===== config.mk =====
export PLATFORM = sky130hd
export DESIGN_NAME = chain_root_small_prime_classifier
export DESIGN_NICKNAME = d
export VERILOG_FILES = /design/src/hw/rtl/crspc_pkg.sv /design/src/hw/rtl/crspc_front.sv /design/src/hw/rtl/crspc_queue.sv /design/src/hw/rtl/crspc_back.sv /design/src/hw/rtl/chain_root_small_prime_classifier.sv
export VERILOG_INCLUDE_DIRS = /design/src /design/src/hw/rtl
export SDC_FILE = /design/constraint.sdc
export NUM_CORES = 1
export LEC_CHECK = 0
export BUFFER_PORTS_ARGS = -buffer_cell sky130_fd_sc_hd__buf_2
export CAP_MARGIN = 20
export CORE_MARGIN = 3
export CORE_UTILIZATION = 35
export CTS_CLUSTER_DIAMETER = 40
export DETAILED_ROUTE_END_ITERATION = 10
export GPL_TIMING_DRIVEN = 0
export PLACE_DENSITY_LB_ADDON = 0.05
export SYNTH_ARGS = -nofsm -noshare
export SYNTH_HDL_FRONTEND = slang
export SYNTH_SLANG_ARGS = --single-unit

===== constraint.sdc =====
create_clock -name clk -period 8.25 [get_ports clk]
set_clock_uncertainty 0.1 [all_clocks]
set_input_delay 0.4125 -clock clk [delete_from_list [all_inputs] [get_ports clk]]
set_output_delay 0.4125 -clock clk [all_outputs]
set_load 0.005 [all_outputs]

===== src/hw/rtl/chain_root_small_prime_classifier_defines.svh =====
// Assertion macros shared by the chain root classifier RTL.
`ifndef CHAIN_ROOT_SMALL_PRIME_CLASSIFIER_DEFINES_SVH
`define CHAIN_ROOT_SMALL_PRIME_CLASSIFIER_DEFINES_SVH

// Same-cycle implication, sampled on clk and held off during reset.
`define CRSPC_ASSERT_NOW(label, ante, cons, msg) \
    label: assert property (@(posedge clk) disable iff (!rst_n) (ante) |-> (cons)) \
        else $error(msg);

// Next-cycle implication, sampled on clk and held off during reset.
`define CRSPC_ASSERT_NEXT(label, ante, cons, msg) \
    label: assert property (@(posedge clk) disable iff (!rst_n) (ante) |=> (cons)) \
        else $error(msg);

`endif


===== src/hw/rtl/crspc_pkg.sv =====
// Package with constants, types and tables for the chain root classifier.
`timescale 1ns / 1ps
package crspc_pkg;

    localparam int NUM_PRIMES     = 10;
    localparam int CHAIN_MAX      = 25;
    localparam int MAX_BIT_LENGTH = 512;
    localparam int PRIME_SLOTS    = 10;
    localparam int QUEUE_DEPTH    = 2;

    localparam int DIGIT_W   = 4;
    localparam int CHAIN_W   = 5;
    localparam int RES_W     = 5;
    localparam int MASK_W    = 10;
    localparam int BITLEN_W  = 10;
    localparam int PIDX_W    = 4;
    localparam int KSTEP_W   = 5;
    localparam int VERDICT_W = 2;
    localparam int DCOUNT_W  = 8;
    localparam int LDB_W     = 3;

    // Raw bit length is at most 254 * 4 + 4; the cap may need more bits.
    localparam int BL_RAW_W = 11;
    localparam int BL_CAP_W = $clog2(MAX_BIT_LENGTH + 1);
    localparam int BL_W     = (BL_CAP_W > BL_RAW_W) ? BL_CAP_W : BL_RAW_W;

    localparam int KILL_W = $clog2(CHAIN_MAX);
    localparam int KE_W   = KILL_W + 1;
    localparam int CMP_W  = (KILL_W > CHAIN_W) ? KILL_W : CHAIN_W;

    localparam int APB_ADDR_W = 3;
    localparam int APB_DATA_W = 32;

    localparam logic REG_MIN_BIT_LENGTH   = 1'b0;
    localparam logic REG_MIN_CHAIN_LENGTH = 1'b1;

    typedef enum logic [VERDICT_W-1:0] {
        VERDICT_IMMUNE,
        VERDICT_NEVER,
        VERDICT_INSIDE,
        VERDICT_BEYOND
    } verdict_t;

    localparam logic [RES_W-1:0] PRIME_TAB [PRIME_SLOTS] = '{
        5'd3, 5'd5, 5'd7, 5'd11, 5'd13, 5'd17, 5'd19, 5'd23, 5'd29, 5'd31
    };

    typedef logic [NUM_PRIMES-1:0][RES_W-1:0] res_vec_t;

    typedef struct packed {
        res_vec_t             residues;
        logic [BITLEN_W-1:0]  bit_length;
        logic [CHAIN_W-1:0]   chain_length;
        logic                 filtered;
    } root_job_t;

    typedef struct packed {
        logic      valid;
        root_job_t job;
    } job_head_t;

    // Kill table entry: top bit set means no kill inside the search window.
    typedef logic [31:0][KE_W-1:0]      kill_row_t;
    typedef kill_row_t [NUM_PRIMES-1:0] kill_tab_t;

    // One digit into a residue: shift in one bit at a time, reducing each step.
    function automatic logic [RES_W-1:0] res_update(
        input logic [RES_W-1:0]   r,
        input logic [DIGIT_W-1:0] d,
        input logic [RES_W-1:0]   q
    );
        logic [RES_W:0]   t;
        logic [RES_W-1:0] acc;
        acc = r;
        for (int b = DIGIT_W - 1; b >= 0; b--) begin
            t = {acc, d[b]};
            if (t >= {1'b0, q}) begin
                t = t - {1'b0, q};
            end
            acc = t[RES_W-1:0];
        end
        return acc;
    endfunction

    function automatic logic [LDB_W-1:0] bits_of_digit(input logic [DIGIT_W-1:0] d);
        logic [LDB_W-1:0] n;
        case (d) inside
            [4'd8:4'd15]: n = 3'd4;
            [4'd4:4'd7]:  n = 3'd3;
            [4'd2:4'd3]:  n = 3'd2;
            4'd1:         n = 3'd1;
            default:      n = 3'd0;
        endcase
        return n;
    endfunction

    function automatic kill_tab_t build_kill_tab();
        kill_tab_t       tab;
        int              q;
        int              v;
        logic            found;
        logic [KE_W-1:0] entry;
        for (int i = 0; i < NUM_PRIMES; i++) begin
            q = int'(PRIME_TAB[i]);
            for (int pp = 0; pp < 32; pp++) begin
                entry = {1'b1, {KILL_W{1'b0}}};
                if (pp != 0 && pp < q) begin
                    v = pp;
                    found = 1'b0;
                    for (int j = 0; j < CHAIN_MAX; j++) begin
                        if (!found && v == 1) begin
                            entry = {1'b0, KILL_W'(j)};
                            found = 1'b1;
                        end
                        v = v * 2;
                        if (v >= q) begin
                            v = v - q;
                        end
                    end
                end
                tab[i][pp] = entry;
            end
        end
        return tab;
    endfunction

    localparam kill_tab_t KILL_TAB = build_kill_tab();

endpackage


===== src/hw/rtl/crspc_front.sv =====
// Digit intake: running residues, digit count and bit length, root filter.
`timescale 1ns / 1ps
module crspc_front (
    input  logic                          clk,
    input  logic                          rst_n,
    input  logic                          accept,
    input  logic [crspc_pkg::DIGIT_W-1:0] hex_digit,
    input  logic [crspc_pkg::CHAIN_W-1:0] chain_length,
    input  logic                          final_digit,
    input  logic [crspc_pkg::BITLEN_W-1:0] min_bit_length,
    input  logic [crspc_pkg::CHAIN_W-1:0] min_chain_length,
    output logic                          push,
    output crspc_pkg::root_job_t          push_job
);
    import crspc_pkg::*;

    res_vec_t             res_reg;
    res_vec_t             res_next;
    logic [DCOUNT_W-1:0]  dcount_reg;
    logic [DCOUNT_W-1:0]  dcount_next;
    logic [LDB_W-1:0]     ldb_reg;
    logic [LDB_W-1:0]     ldb_next;
    logic [BL_RAW_W-1:0]  bl_raw;
    logic [BL_W-1:0]      bl_capped;
    logic [DCOUNT_W-1:0]  dcount_m1;

    always_comb
    begin
        for (int i = 0; i < NUM_PRIMES; i++) begin
            res_next[i] = res_update(res_reg[i], hex_digit, PRIME_TAB[i]);
        end
    end

    assign dcount_next = (dcount_reg == {DCOUNT_W{1'b1}}) ? dcount_reg
                                                          : dcount_reg + 1'b1;
    assign ldb_next    = (dcount_reg == '0) ? bits_of_digit(hex_digit) : ldb_reg;
    assign dcount_m1   = dcount_next - 1'b1;

    always_comb
    begin
        bl_raw = {1'b0, dcount_m1, 2'b00} + BL_RAW_W'(ldb_next);
        if (BL_W'(bl_raw) > BL_W'(MAX_BIT_LENGTH)) begin
            bl_capped = BL_W'(MAX_BIT_LENGTH);
        end else begin
            bl_capped = BL_W'(bl_raw);
        end
    end

    assign push = accept && final_digit;

    always_comb
    begin
        push_job.residues     = res_next;
        push_job.bit_length   = bl_capped[BITLEN_W-1:0];
        push_job.chain_length = chain_length;
        push_job.filtered     = (bl_capped < BL_W'(min_bit_length))
                             || (chain_length < min_chain_length);
    end

    // The final digit hands the root to the queue and clears for the next one.
    always_ff @(posedge clk or negedge rst_n)
    begin
        if (!rst_n) begin
            res_reg    <= '0;
            dcount_reg <= '0;
            ldb_reg    <= '0;
        end else if (accept) begin
            if (final_digit) begin
                res_reg    <= '0;
                dcount_reg <= '0;
                ldb_reg    <= '0;
            end else begin
                res_reg    <= res_next;
                dcount_reg <= dcount_next;
                ldb_reg    <= ldb_next;
            end
        end
    end

endmodule


===== src/hw/rtl/crspc_queue.sv =====
// Short queue of classified roots between the intake and the result side.
`timescale 1ns / 1ps
module crspc_queue (
    input  logic                 clk,
    input  logic                 rst_n,
    input  logic                 push,
    input  crspc_pkg::root_job_t push_job,
    input  logic                 pop,
    output crspc_pkg::job_head_t head,
    output logic                 full
);
    import crspc_pkg::*;

    localparam int PTR_W = (QUEUE_DEPTH > 1) ? $clog2(QUEUE_DEPTH) : 1;
    localparam int CNT_W = $clog2(QUEUE_DEPTH + 1);

    root_job_t          slot_reg [QUEUE_DEPTH];
    logic [PTR_W-1:0]   wr_ptr_reg;
    logic [PTR_W-1:0]   rd_ptr_reg;
    logic [CNT_W-1:0]   count_reg;
    logic [CNT_W-1:0]   count_next;
    logic               do_pop;

    assign full   = (count_reg == CNT_W'(QUEUE_DEPTH));
    assign do_pop = pop && (count_reg != '0);

    always_comb
    begin
        head.valid = (count_reg != '0);
        head.job   = slot_reg[rd_ptr_reg];
    end

    always_comb
    begin
        count_next = count_reg;
        if (push && !do_pop) begin
            count_next = count_reg + 1'b1;
        end else if (!push && do_pop) begin
            count_next = count_reg - 1'b1;
        end
    end

    always_ff @(posedge clk or negedge rst_n)
    begin
        if (!rst_n) begin
            wr_ptr_reg <= '0;
            rd_ptr_reg <= '0;
            count_reg  <= '0;
        end else begin
            count_reg <= count_next;
            if (push) begin
                wr_ptr_reg <= (wr_ptr_reg == PTR_W'(QUEUE_DEPTH - 1)) ? '0
                                                                      : wr_ptr_reg + 1'b1;
            end
            if (do_pop) begin
                rd_ptr_reg <= (rd_ptr_reg == PTR_W'(QUEUE_DEPTH - 1)) ? '0
                                                                      : rd_ptr_reg + 1'b1;
            end
        end
    end

    always_ff @(posedge clk)
    begin
        if (push) begin
            slot_reg[wr_ptr_reg] <= push_job;
        end
    end

endmodule


===== src/hw/rtl/crspc_back.sv =====
// Result side: walks the head root's primes; one item a cycle while not stalled.
`timescale 1ns / 1ps
module crspc_back (
    input  logic                             clk,
    input  logic                             rst_n,
    input  crspc_pkg::job_head_t             head,
    output logic                             pop,
    output logic                             out_valid,
    input  logic                             out_stall,
    output logic [crspc_pkg::PIDX_W-1:0]     prime_index,
    output logic [crspc_pkg::RES_W-1:0]      residue_plus_one,
    output logic [crspc_pkg::KSTEP_W-1:0]    kill_step,
    output logic [crspc_pkg::VERDICT_W-1:0]  verdict,
    output logic                             safe_flag,
    output logic [crspc_pkg::MASK_W-1:0]     immunity_mask,
    output logic [crspc_pkg::BITLEN_W-1:0]   bit_length,
    output logic                             filtered,
    output logic                             last_result
);
    import crspc_pkg::*;

    logic [PIDX_W-1:0]    idx_reg;
    logic [MASK_W-1:0]    mask_reg;
    logic [MASK_W-1:0]    mask_acc;
    logic                 valid_reg;
    logic                 load;
    logic                 last;

    logic [RES_W-1:0]     pp1     [NUM_PRIMES];
    logic [KE_W-1:0]      kentry  [NUM_PRIMES];
    logic [RES_W-1:0]     sel_pp1;
    logic [KE_W-1:0]      sel_ke;
    logic                 sel_immune;
    verdict_t             verdict_c;
    logic [KSTEP_W-1:0]   kstep_c;

    logic [PIDX_W-1:0]    pidx_out_reg;
    logic [RES_W-1:0]     pp1_out_reg;
    logic [KSTEP_W-1:0]   kstep_out_reg;
    verdict_t             verdict_out_reg;
    logic [MASK_W-1:0]    mask_out_reg;
    logic [BITLEN_W-1:0]  bl_out_reg;
    logic                 filt_out_reg;
    logic                 last_out_reg;

    // Every prime gets its own table lookup; the prime index then selects one.
    always_comb
    begin
        for (int i = 0; i < NUM_PRIMES; i++) begin
            pp1[i]    = (head.job.residues[i] == PRIME_TAB[i] - 1'b1) ? '0
                                                                       : head.job.residues[i] + 1'b1;
            kentry[i] = KILL_TAB[i][pp1[i]];
        end
    end

    always_comb
    begin
        sel_pp1 = '0;
        sel_ke  = '0;
        for (int i = 0; i < NUM_PRIMES; i++) begin
            if (idx_reg == PIDX_W'(i)) begin
                sel_pp1 = pp1[i];
                sel_ke  = kentry[i];
            end
        end
    end

    assign sel_immune = (sel_pp1 == '0);
    assign mask_acc   = sel_immune ? (mask_reg | (MASK_W'(1) << idx_reg)) : mask_reg;

    always_comb
    begin
        kstep_c = '0;
        if (sel_immune) begin
            verdict_c = VERDICT_IMMUNE;
        end else if (sel_ke[KE_W-1]) begin
            verdict_c = VERDICT_NEVER;
        end else begin
            kstep_c = KSTEP_W'(sel_ke[KILL_W-1:0]);
            if (CMP_W'(sel_ke[KILL_W-1:0]) >= CMP_W'(head.job.chain_length)) begin
                verdict_c = VERDICT_BEYOND;
            end else begin
                verdict_c = VERDICT_INSIDE;
            end
        end
    end

    assign last = head.job.filtered || (idx_reg == PIDX_W'(NUM_PRIMES - 1));
    assign load = head.valid && (!valid_reg || !out_stall);
    assign pop  = load && last;

    always_ff @(posedge clk or negedge rst_n)
    begin
        if (!rst_n) begin
            valid_reg <= 1'b0;
            idx_reg   <= '0;
            mask_reg  <= '0;
        end else begin
            if (load) begin
                valid_reg <= 1'b1;
                if (last) begin
                    idx_reg  <= '0;
                    mask_reg <= '0;
                end else begin
                    idx_reg  <= idx_reg + 1'b1;
                    mask_reg <= mask_acc;
                end
            end else if (!out_stall) begin
                valid_reg <= 1'b0;
            end
        end
    end

    always_ff @(posedge clk)
    begin
        if (load) begin
            bl_out_reg   <= head.job.bit_length;
            filt_out_reg <= head.job.filtered;
            last_out_reg <= last;
            if (head.job.filtered) begin
                pidx_out_reg    <= '0;
                pp1_out_reg     <= '0;
                kstep_out_reg   <= '0;
                verdict_out_reg <= VERDICT_IMMUNE;
                mask_out_reg    <= '0;
            end else begin
                pidx_out_reg    <= idx_reg;
                pp1_out_reg     <= sel_pp1;
                kstep_out_reg   <= kstep_c;
                verdict_out_reg <= verdict_c;
                mask_out_reg    <= mask_acc;
            end
        end
    end

    // A filtered item has its verdict forced to immune, but it is never reported as safe.
    assign out_valid        = valid_reg;
    assign prime_index      = pidx_out_reg;
    assign residue_plus_one = pp1_out_reg;
    assign kill_step        = kstep_out_reg;
    assign verdict          = verdict_out_reg;
    assign safe_flag        = !filt_out_reg && (verdict_out_reg != VERDICT_INSIDE);
    assign immunity_mask    = mask_out_reg;
    assign bit_length       = bl_out_reg;
    assign filtered         = filt_out_reg;
    assign last_result      = last_out_reg;

endmodule


===== src/hw/rtl/chain_root_small_prime_classifier.sv =====
// The first result of a root passes the root queue's count register and the result
// side's output register before out_valid rises, when the result side is idle.
// One digit is taken per cycle; a root gives one filtered result or one result per
// prime, issued one per cycle from the queue head while out_stall is low.
// Digits stall only while the two-entry root queue is full.
// Reset (rst_n low, asynchronous) clears residues, counters, queue, output valid and
// both filter registers to zero.
`timescale 1ns / 1ps
`include "chain_root_small_prime_classifier_defines.svh"
module chain_root_small_prime_classifier (
    input  logic                                 clk,
    input  logic                                 rst_n,
    input  logic                                 psel,
    input  logic                                 penable,
    input  logic                                 pwrite,
    input  logic [crspc_pkg::APB_ADDR_W-1:0]     paddr,
    input  logic [crspc_pkg::APB_DATA_W-1:0]     pwdata,
    output logic [crspc_pkg::APB_DATA_W-1:0]     prdata,
    output logic                                 pready,
    input  logic                                 in_valid,
    output logic                                 in_stall,
    input  logic [crspc_pkg::DIGIT_W-1:0]        hex_digit,
    input  logic [crspc_pkg::CHAIN_W-1:0]        chain_length,
    input  logic                                 final_digit,
    output logic                                 out_valid,
    input  logic                                 out_stall,
    output logic [crspc_pkg::PIDX_W-1:0]         prime_index,
    output logic [crspc_pkg::RES_W-1:0]          residue_plus_one,
    output logic [crspc_pkg::KSTEP_W-1:0]        kill_step,
    output logic [crspc_pkg::VERDICT_W-1:0]      verdict,
    output logic                                 safe_flag,
    output logic [crspc_pkg::MASK_W-1:0]         immunity_mask,
    output logic [crspc_pkg::BITLEN_W-1:0]       bit_length,
    output logic                                 filtered,
    output logic                                 last_result
);
    import crspc_pkg::*;

    logic [BITLEN_W-1:0] min_bl_reg;
    logic [CHAIN_W-1:0]  min_cl_reg;
    logic                cfg_write;
    logic                in_accept;
    logic                push;
    root_job_t           push_job;
    job_head_t           head;
    logic                pop;
    logic                queue_full;

    assign pready    = 1'b1;
    assign cfg_write = psel && penable && pwrite && pready;

    always_ff @(posedge clk or negedge rst_n)
    begin
        if (!rst_n) begin
            min_bl_reg <= '0;
            min_cl_reg <= '0;
        end else if (cfg_write) begin
            if (paddr[2] == REG_MIN_BIT_LENGTH) begin
                min_bl_reg <= pwdata[BITLEN_W-1:0];
            end else begin
                min_cl_reg <= pwdata[CHAIN_W-1:0];
            end
        end
    end

    assign prdata = (paddr[2] == REG_MIN_BIT_LENGTH) ? APB_DATA_W'(min_bl_reg)
                                                     : APB_DATA_W'(min_cl_reg);

    assign in_stall  = queue_full;
    assign in_accept = in_valid && !in_stall;

    crspc_front u_front (
        .clk              (clk),
        .rst_n            (rst_n),
        .accept           (in_accept),
        .hex_digit        (hex_digit),
        .chain_length     (chain_length),
        .final_digit      (final_digit),
        .min_bit_length   (min_bl_reg),
        .min_chain_length (min_cl_reg),
        .push             (push),
        .push_job         (push_job)
    );

    crspc_queue u_queue (
        .clk      (clk),
        .rst_n    (rst_n),
        .push     (push),
        .push_job (push_job),
        .pop      (pop),
        .head     (head),
        .full     (queue_full)
    );

    crspc_back u_back (
        .clk              (clk),
        .rst_n            (rst_n),
        .head             (head),
        .pop              (pop),
        .out_valid        (out_valid),
        .out_stall        (out_stall),
        .prime_index      (prime_index),
        .residue_plus_one (residue_plus_one),
        .kill_step        (kill_step),
        .verdict          (verdict),
        .safe_flag        (safe_flag),
        .immunity_mask    (immunity_mask),
        .bit_length       (bit_length),
        .filtered         (filtered),
        .last_result      (last_result)
    );

    // A root's results follow each other back to back once one has been taken.
    `CRSPC_ASSERT_NEXT(a_results_contiguous, out_valid && !out_stall && !last_result, out_valid, "result train of a root broke off")
    `CRSPC_ASSERT_NOW(a_filtered_alone, out_valid && filtered, last_result && (immunity_mask == '0), "filtered item is not a lone last result")
    `CRSPC_ASSERT_NOW(a_kill_only_when_killed, out_valid && (verdict == VERDICT_IMMUNE || verdict == VERDICT_NEVER), kill_step == '0, "kill step set without a kill")

endmodule

==> metrics.md <==
| Metric | Value |
|---|---|
| Main combinational cell family by area after synthesis | `compound AO/OA/AOI/OAI gates` |
| I/O Pins | `126` |
| Row count | `89` |
| Clock latency on the worst-skew pair | `590 ps` |
| CTS-repair resized insts | `0` |
| DRC viols | `0` |
| Vias in the first global route | `17486` |
| Met3 Resource Use GR | `0.0280` |
| Die area | `63400 um^2` |
| EDFF count, synth | `170` |
| CTS tree | `built` |
| CTS HTree Levels | `2` |
| Initial antenna violation count | `2` |
| Yosys warns | `0` |
| Post-synthesis adder-cell area fraction | `0.0768` |
| Final wirelength | `66100 um` |
| Top cell type by total area after synthesis | `edfxtp_1` |
| CP Capture Type | `flop` |
| Die W | `252 um` |
| Final Non-Filler Cells | `3268` |
| Setup violators final | `0` |
| Synth top area cells | `edfxtp_1 (24%), dfrtp_1 (11%), ha_1 (7.6%), mux2i_1 (5.0%), mux2_2 (3.8%)` |
| Fmax | `0.139 GHz` |
| Routed len/inst | `20.2 um` |
| CTS Hold Bufs | `17` |
| Unrepaired setup endpoints after global routing | `false` |
| Startpoint types | `input pin` |
| Mapped cell area | `21200 um^2` |
| Post-Synth XOR/XNOR Area | `0.0472` |
| Asr flop ratio synth | `0.358` |
| Synth Area in Simple Gates | `0.174` |
| Clock Path Buffers | `3` |
| Most used routing layer | `met2` |
| Area delta synth->final | `15.9%` |
| DR vias/cell | `5.55` |
| Complex-gate fraction of the synthesized area | `0.213` |
| Clock sink total | `265` |
| Max FFs per register | `132` |
| CP arrival | `7620 ps` |
| Worst hold margin | `185 ps` |
| # diodes | `0` |
| Largest net degree at the start of global routing | `58` |
| Fin nets | `2634` |
| Ys flop type | `edfxtp_1` |
| Routed Antenna Nets | `0` |
| Max FO, Critical Path | `13` |
| Total GRT Usage | `0.205` |
| M2 GR Usage | `0.332` |
| Worst EP required | `8670 ps` |
| Sequential share of the synthesized area | `0.354` |
| CTS buffer count | `50` |
| Final worst path period need | `7200 ps` |
| Gpl congestion | `0.843` |
| Number of I/O port buffers | `78` |
| Layout cells sized above 1 | `0.142` |
| Detailed Route Iter0 Violations | `1131` |
| Core Area | `59500 um^2` |
| Fin crit share | `0.872` |
| Pins over their slew limit | `0` |
| Total grt overflow | `0` |
| Die Ht | `252 um` |
| Effective utilization at floorplan | `0.356` |
| Post-DP HPWL | `49900 um` |
| Critical path class | `in2reg` |
| Max_cap viols | `0` |
| Count leader, synth | `nand2_1` |
| Class of the worst hold path | `in2reg` |
| Post-CTS Setup Inserts | `0` |
| Fin util | `0.412` |
| Outcome | `completed` |
| Final Hold Fails | `0` |
| Mux cell area share after synthesis | `0.0910` |
| Vias | `18138` |
| Met1 global-route usage | `0.289` |
| TritonRoute pass-1 iters | `5` |
| Worst slew margin | `0.282` |
| TNS Setup | `0 ps` |
| Placed Cells | `3157` |
| Number of synthesized register bits | `265` |
| Netlist cell types | `105` |
| Gate Count Post-Synth | `2279` |
| Root Driver | `clkbuf_16` |
| Share of the synthesized area in the top cell type | `0.241` |
| Synth top cells by count | `nand2_1 (189), edfxtp_1 (170), nor2_1 (169)` |
| Worst Tran Pin Value | `1080 ps` |
| Worst-path clk slew | `50 ps` |
| Avg Synthesized Cell Area | `9.28 um^2` |
| First-pass GRT wire length | `102000 um` |
worst max-delay path, cell delays in order:
cell and delay (ps):
buf_2 260, buf_2 320, buf_6 220, inv_1 240, buf_2 510, ha_1 330, nand2b_1 100, a311o_1 420
xnor2_1 430, ha_1 340, nand2b_1 150, a31oi_1 250, xnor2_1 210, ha_1 370, nor2b_1 210, a21o_1 140
nand2_1 150, xnor2_1 320, ha_1 270, nand2b_1 110, nand2_1 70, nor3_1 40, a31oi_1 240, o211ai_1 160
a221oi_2 490, mux2i_1 600, a22o_1 220
cell type report:
| type | instances | area, um^2 |
|---|---|---|
| Tap cell | 773 | 967 |
| Clock inverter | 37 | 339 |
| Inverter | 99 | 372 |
| Clock buffer | 57 | 1280 |
| Sequential cell | 265 | 7480 |
| Fill cell | 5918 | 34900 |
| Multi-Input combinational cell | 1819 | 12800 |
| Buffer | 117 | 576 |
| Timing Repair Buffer | 101 | 696 |
per-stage QoR:
step | setup WS, ps | instance area [um^2]
finish | 1050 | 24500
floorplan | 2650 | 21200
global route | 449 | 24500
global placement | 480 | 22600
detailed placement | 391 | 22700
CTS | 984 | 24500
placed cells by master (no fill, tap or decap), drive strengths merged, types with 47 or more instances in the layout:
cell / instances
nor2: 170
nor3: 47
dfrtp: 95
clkbuf: 114
a21oi: 125
xnor2: 87
inv: 117
edfxtp: 170
nand2: 189
nand3: 62
buf: 144
mux2: 76
mux2i: 106
ha: 129
o21ai: 144
kinds of logic (layout without fill, tap and decap cells):
kind of cell,count (synthesis),count (layout)
XOR/XNOR,114,114
AND/OR/NAND/NOR,726,726
flip-flops,265,265
AO/OA/AOI/OAI,644,644
multiplexers,182,182
adder cells (fa/ha/maj),130,130
other,2,23
buffers and inverters,216,411
path summary, 6_finish.rpt:
kind	startpoint	endpoint	slack (ps)	depth (start not counted)
setup reg to reg	u_queue.rd_ptr_reg$_DFFE_PN0P_	u_back.verdict[0]$_SDFFCE_PP0P_	1620	25
min in group asynchronous	rst_n	min_cl_reg[1]$_DFFE_PN0P_	280	2
max in group asynchronous	rst_n	u_front.res_reg[47]$_DFFE_PN0P_	7000	3
hold / removal	final_digit	u_front.dcount_reg[7]$_DFFE_PN0P_	180	3
hold reg to reg	u_back.mask_reg[5]$_DFFE_PN0P_	u_back.mask_reg[5]$_DFFE_PN0P_	370	2
setup / recovery	hex_digit[3]	u_front.res_reg[21]$_DFFE_PN0P_	1050	27
routing by layer:
layer  share of wire  vias up
li1                -     8851
met1            0.48     8763
met2            0.45      418
met3           0.041      104
met4           0.023        2
met5         0.00020        -
Power is not shown: default switching activity piles up to over one toggle a cycle in this logic, so the estimate is an artifact.
